File: src/hdl/pip_pkg.sv
// ---------------------------------------------------------------------------
// Point-in-polygon package
// Field widths and parameter defaults shared by the vertex channel, the multiplier and the core.
// ---------------------------------------------------------------------------
package pip_pkg;

  localparam int FIELD_BITS      = 32;
  localparam int COORD_BITS_DEF  = 32;

endpackage

File: src/hdl/pip_mul.sv
// ---------------------------------------------------------------------------
// Shared multiplier
// Signed multiplier with a registered product, reused for every edge term.
// ---------------------------------------------------------------------------
module pip_mul #(
  parameter int W = pip_pkg::COORD_BITS_DEF + 1
) (
  input  logic                  clk,
  input  logic signed [W-1:0]   a,
  input  logic signed [W-1:0]   b,
  output logic signed [2*W-1:0] prod
);
  import pip_pkg::*;

  always_ff @(posedge clk) begin
    prod <= a * b;
  end
endmodule

File: config.mk
export PLATFORM = sky130hd
export DESIGN_NAME = pip_mul
export DESIGN_NICKNAME = d
export VERILOG_FILES = /design/src/hdl/pip_pkg.sv /design/src/hdl/pip_mul.sv
export SDC_FILE = /design/constraint.sdc
export NUM_CORES = 2
export LEC_CHECK = 0
export ABC_AREA = 1
export BUFFER_PORTS_ARGS = -buffer_cell sky130_fd_sc_hd__buf_2
export CAP_MARGIN = 20
export CORE_ASPECT_RATIO = 0.9
export CORE_MARGIN = 5
export CORE_UTILIZATION = 30
export DETAILED_ROUTE_END_ITERATION = 12
export PLACE_DENSITY = 0.41
export SYNTH_ARGS = -nofsm -noshare
export SYNTH_HDL_FRONTEND = slang
export SYNTH_SLANG_ARGS = --single-unit
File: constraint.sdc
create_clock -name clk -period 11.4 [get_ports clk]
set_input_delay 3.42 -clock clk [delete_from_list [all_inputs] [get_ports clk]]
set_output_delay 3.42 -clock clk [all_outputs]
set_load 0.05 [all_outputs]
==> impl_metrics.csv <==
group,metric,value,unit
finish,multi_input_area,33800,um^2
clock_network,cts_sinks,66,
finish,top_register,"prod",
clock_network,clk_pin_slew,0.06,ns
yosys,synth_cells,5543,
timing,tns,0,ns
setup_path,cp_max_fo,33,
finish,final_cell_mix,"1894 x inv_1, 1517 x nand2_1, 1145 x fa_1, 217 x ha_1, 132 x buf_2",
placement,place.gp.congestion,0.854,
yosys,synth-xor-area-share,0.832,%
timing,period_needed,10.66,ns
clock_network,h-tree-depth,3,
setup_path,crit_type,"input pin to flip-flop",
yosys,yosysSeqAreaShare,3.06,%
detailed_routing,ant_nets,0,
grt,grt_remaining_overflow,0,
clock_network,root_buffer,"clkbuf_16",
min_path,hp-class,"input pin to flip-flop",
timing,period_share,93.5,%
die,ios,133,
setup_path,cp-end-kind,"flip-flop",
yosys,avgSynthCellArea,7.79,um^2
setup_path,crit_slowest_cell,"buf_2",
finish,antenna_cells,0,
yosys,syn-num-nets,6972,
timing,rsz0062_at_grt,"no",
finish,drive_gt1_share,5.32,%
yosys,synthSimpleGateAreaFrac,16.6,%
timing,finalSetupViolations,0,
min_path,hold_start,"b[0]",
clock_network,cts_inserted_buffers,9,
finish,largest_reg_flops,66,
clock_network,cts_hold_buffers,0,
detailed_routing,drt_iter0_markers,1749,
setup_path,worst_ep_required_time,11.59,ns
yosys,synth_warnings,0,
setup_path,startpoint_type,"input pin",
clock_network,postCtsSetupBuffers,0,
placement,hpwlAfterDp,124000,um
detailed_routing,remaining_drc_errors,0,
timing,relSlewSlack,33.7,%
yosys,synthMuxAreaShare,0,%
outcome,outcome,"finished, final reports clean",
finish,top_regs,"prod (66)",
grt,grt_pass1_wl,223000,um
die,initial_utilization,30.1,%
detailed_routing,num_vias,31800,
clock_network,cts_tree,"yes",
timing,hold_viol_final,0,
timing,final-max-slew-violation-count,0,
die,fp-row-count,132,
finish,flow.area_growth_from_synthesis,6.89,%
setup_path,cp_slowest_stage_delay,0.72,ns
grt,grt_pass1_vias,35800,
finish,regArea,1320,um^2
die,die_w,410,um
yosys,synth_top_family_by_area,"adder cells",
setup_path,arrival,10.85,ns
detailed_routing,drt_wl_total,141000,um
yosys,ys_types,35,
setup_path,path_cells,"buf_2, nand2_1, inv_1, fa_1, fa_1, fa_1, buf_4, fa_1, fa_1, fa_1, fa_1, inv_1, fa_1, inv_1, ha_1, nand2_1, nor2_1, nand2_1, nor4_1, nand2_1, nand4_1, nand2_1",
detailed_routing,routedWlPerCell,19.1,um
grt,grt_max_degree,34,
die,core_area,144000,um^2
detailed_routing,dr.pass1.iters,5,
detailed_routing,viasPerCell,4.30,
grt,grt_usage,19.3,%
timing,fmax,93.8,MHz
job,maxCapViolCount,0,
timing,max_slew.worst_pin.slew,0.994,ns
yosys,synth_compound_area_share,1.38,%
clock_network,cts.repair.resized,0,
setup_path,crit_top_cell,"fa_1",
finish,layout_commonest_cell,"inv_1",
placement,port_buffers,132,
setup_path,crit_path_start,"b[3]",
yosys,synthesis.area,43200,um^2
finish,nets,6936,
yosys,synthAdderAreaFrac,59.4,%
min_path,min_path_cells,4,
clock_network,cts_buffer_depth,2,
finish,final.fill_count,15600,
die,die_h,370,um
die,die_area,152000,um^2
yosys,ys_seq_elements,66,
grt,antenna_found_initial,4,
-- cells in the mapped netlist (all sizes together) --
cell,n,area share (%)
nor3,8,0.10
nand2,1534,13
o21a,1,0.017
dfxtp,66,3.1
nand4,19,0.28
a21boi,1,0.017
or2,6,0.087
o21ai,23,0.28
xnor2,4,0.081
o21bai,14,0.24
and2,3,0.043
fa,1145,53
clkbuf,262,2.3
xor2,37,0.75
buf,1,0.0087
nor2,154,1.5
a21o,2,0.035
nand3,78,1.0
ha,217,6.3
a21oi,65,0.79
inv,1895,16
nand3b,3,0.052
nor4,5,0.087
-- metal layers --
metal | track usage (%) | part of all wire (%) | vias to the layer above
met5 | 0 | 0.014 | -
met2 | 33.8 | 49 | 571
met1 | 26.5 | 46 | 16200
met4 | 3.16 | 1.9 | 4
li1 | - | - | 14900
met3 | 1.66 | 3.4 | 100
-- worst max-delay path, delay by kind of cell --
| family | cells | cell delay, ns |
|---|---|---|
| buffers and inverters | 5 | 1.25 |
| adder cells (fa/ha/maj) | 9 | 4.54 |
| AND/OR/NAND/NOR | 8 | 1.62 |
-- cell type report --
| type | instances | share of cell area [%] |
|---|---|---|
| Multi-Input combinational cell | 3319 | 73.1 |
| Inverter | 1895 | 15.4 |
| Tap cell | 1876 | 5.09 |
| Sequential cell | 66 | 2.86 |
| Timing Repair Buffer | 216 | 2.84 |
| Clock buffer | 10 | 0.518 |
| Clock inverter | 6 | 0.144 |
-- kinds of logic after synthesis --
| logic type | after synthesis |
|---|---|
| AOI/OAI and AO/OA | 106 |
| xor gates and xnor gates | 41 |
| adders and majority gates | 1362 |
| buffers and inverters | 2158 |
| DFF | 66 |
| and+or+nand+nor | 1810 |
-- per-stage QoR --
stage | cell area, um^2 | utilization [%] | hold slack [ns] | instances | setup WS [ns]
after floorplan | 43200 | - | 3.68 | 5543 | 1.22
after global placement | 45800 | 31.9 | 3.89 | 7371 | 0.172
after detailed placement | 45800 | 31.9 | 3.89 | 7372 | 0.351
after CTS | 46200 | 32.2 | 3.75 | 7388 | 0.694
after global routing | 46200 | 32.2 | 3.77 | 7388 | 0.350
final | 46200 | 32.2 | 3.77 | 7388 | 0.740
-- worst paths after layout --
path,to
worst max-delay path,prod[54]$_DFF_P_
worst min-delay path,prod[0]$_DFF_P_
Power is not shown: default switching activity piles up to over one toggle a cycle in this logic, so the estimate is an artifact.
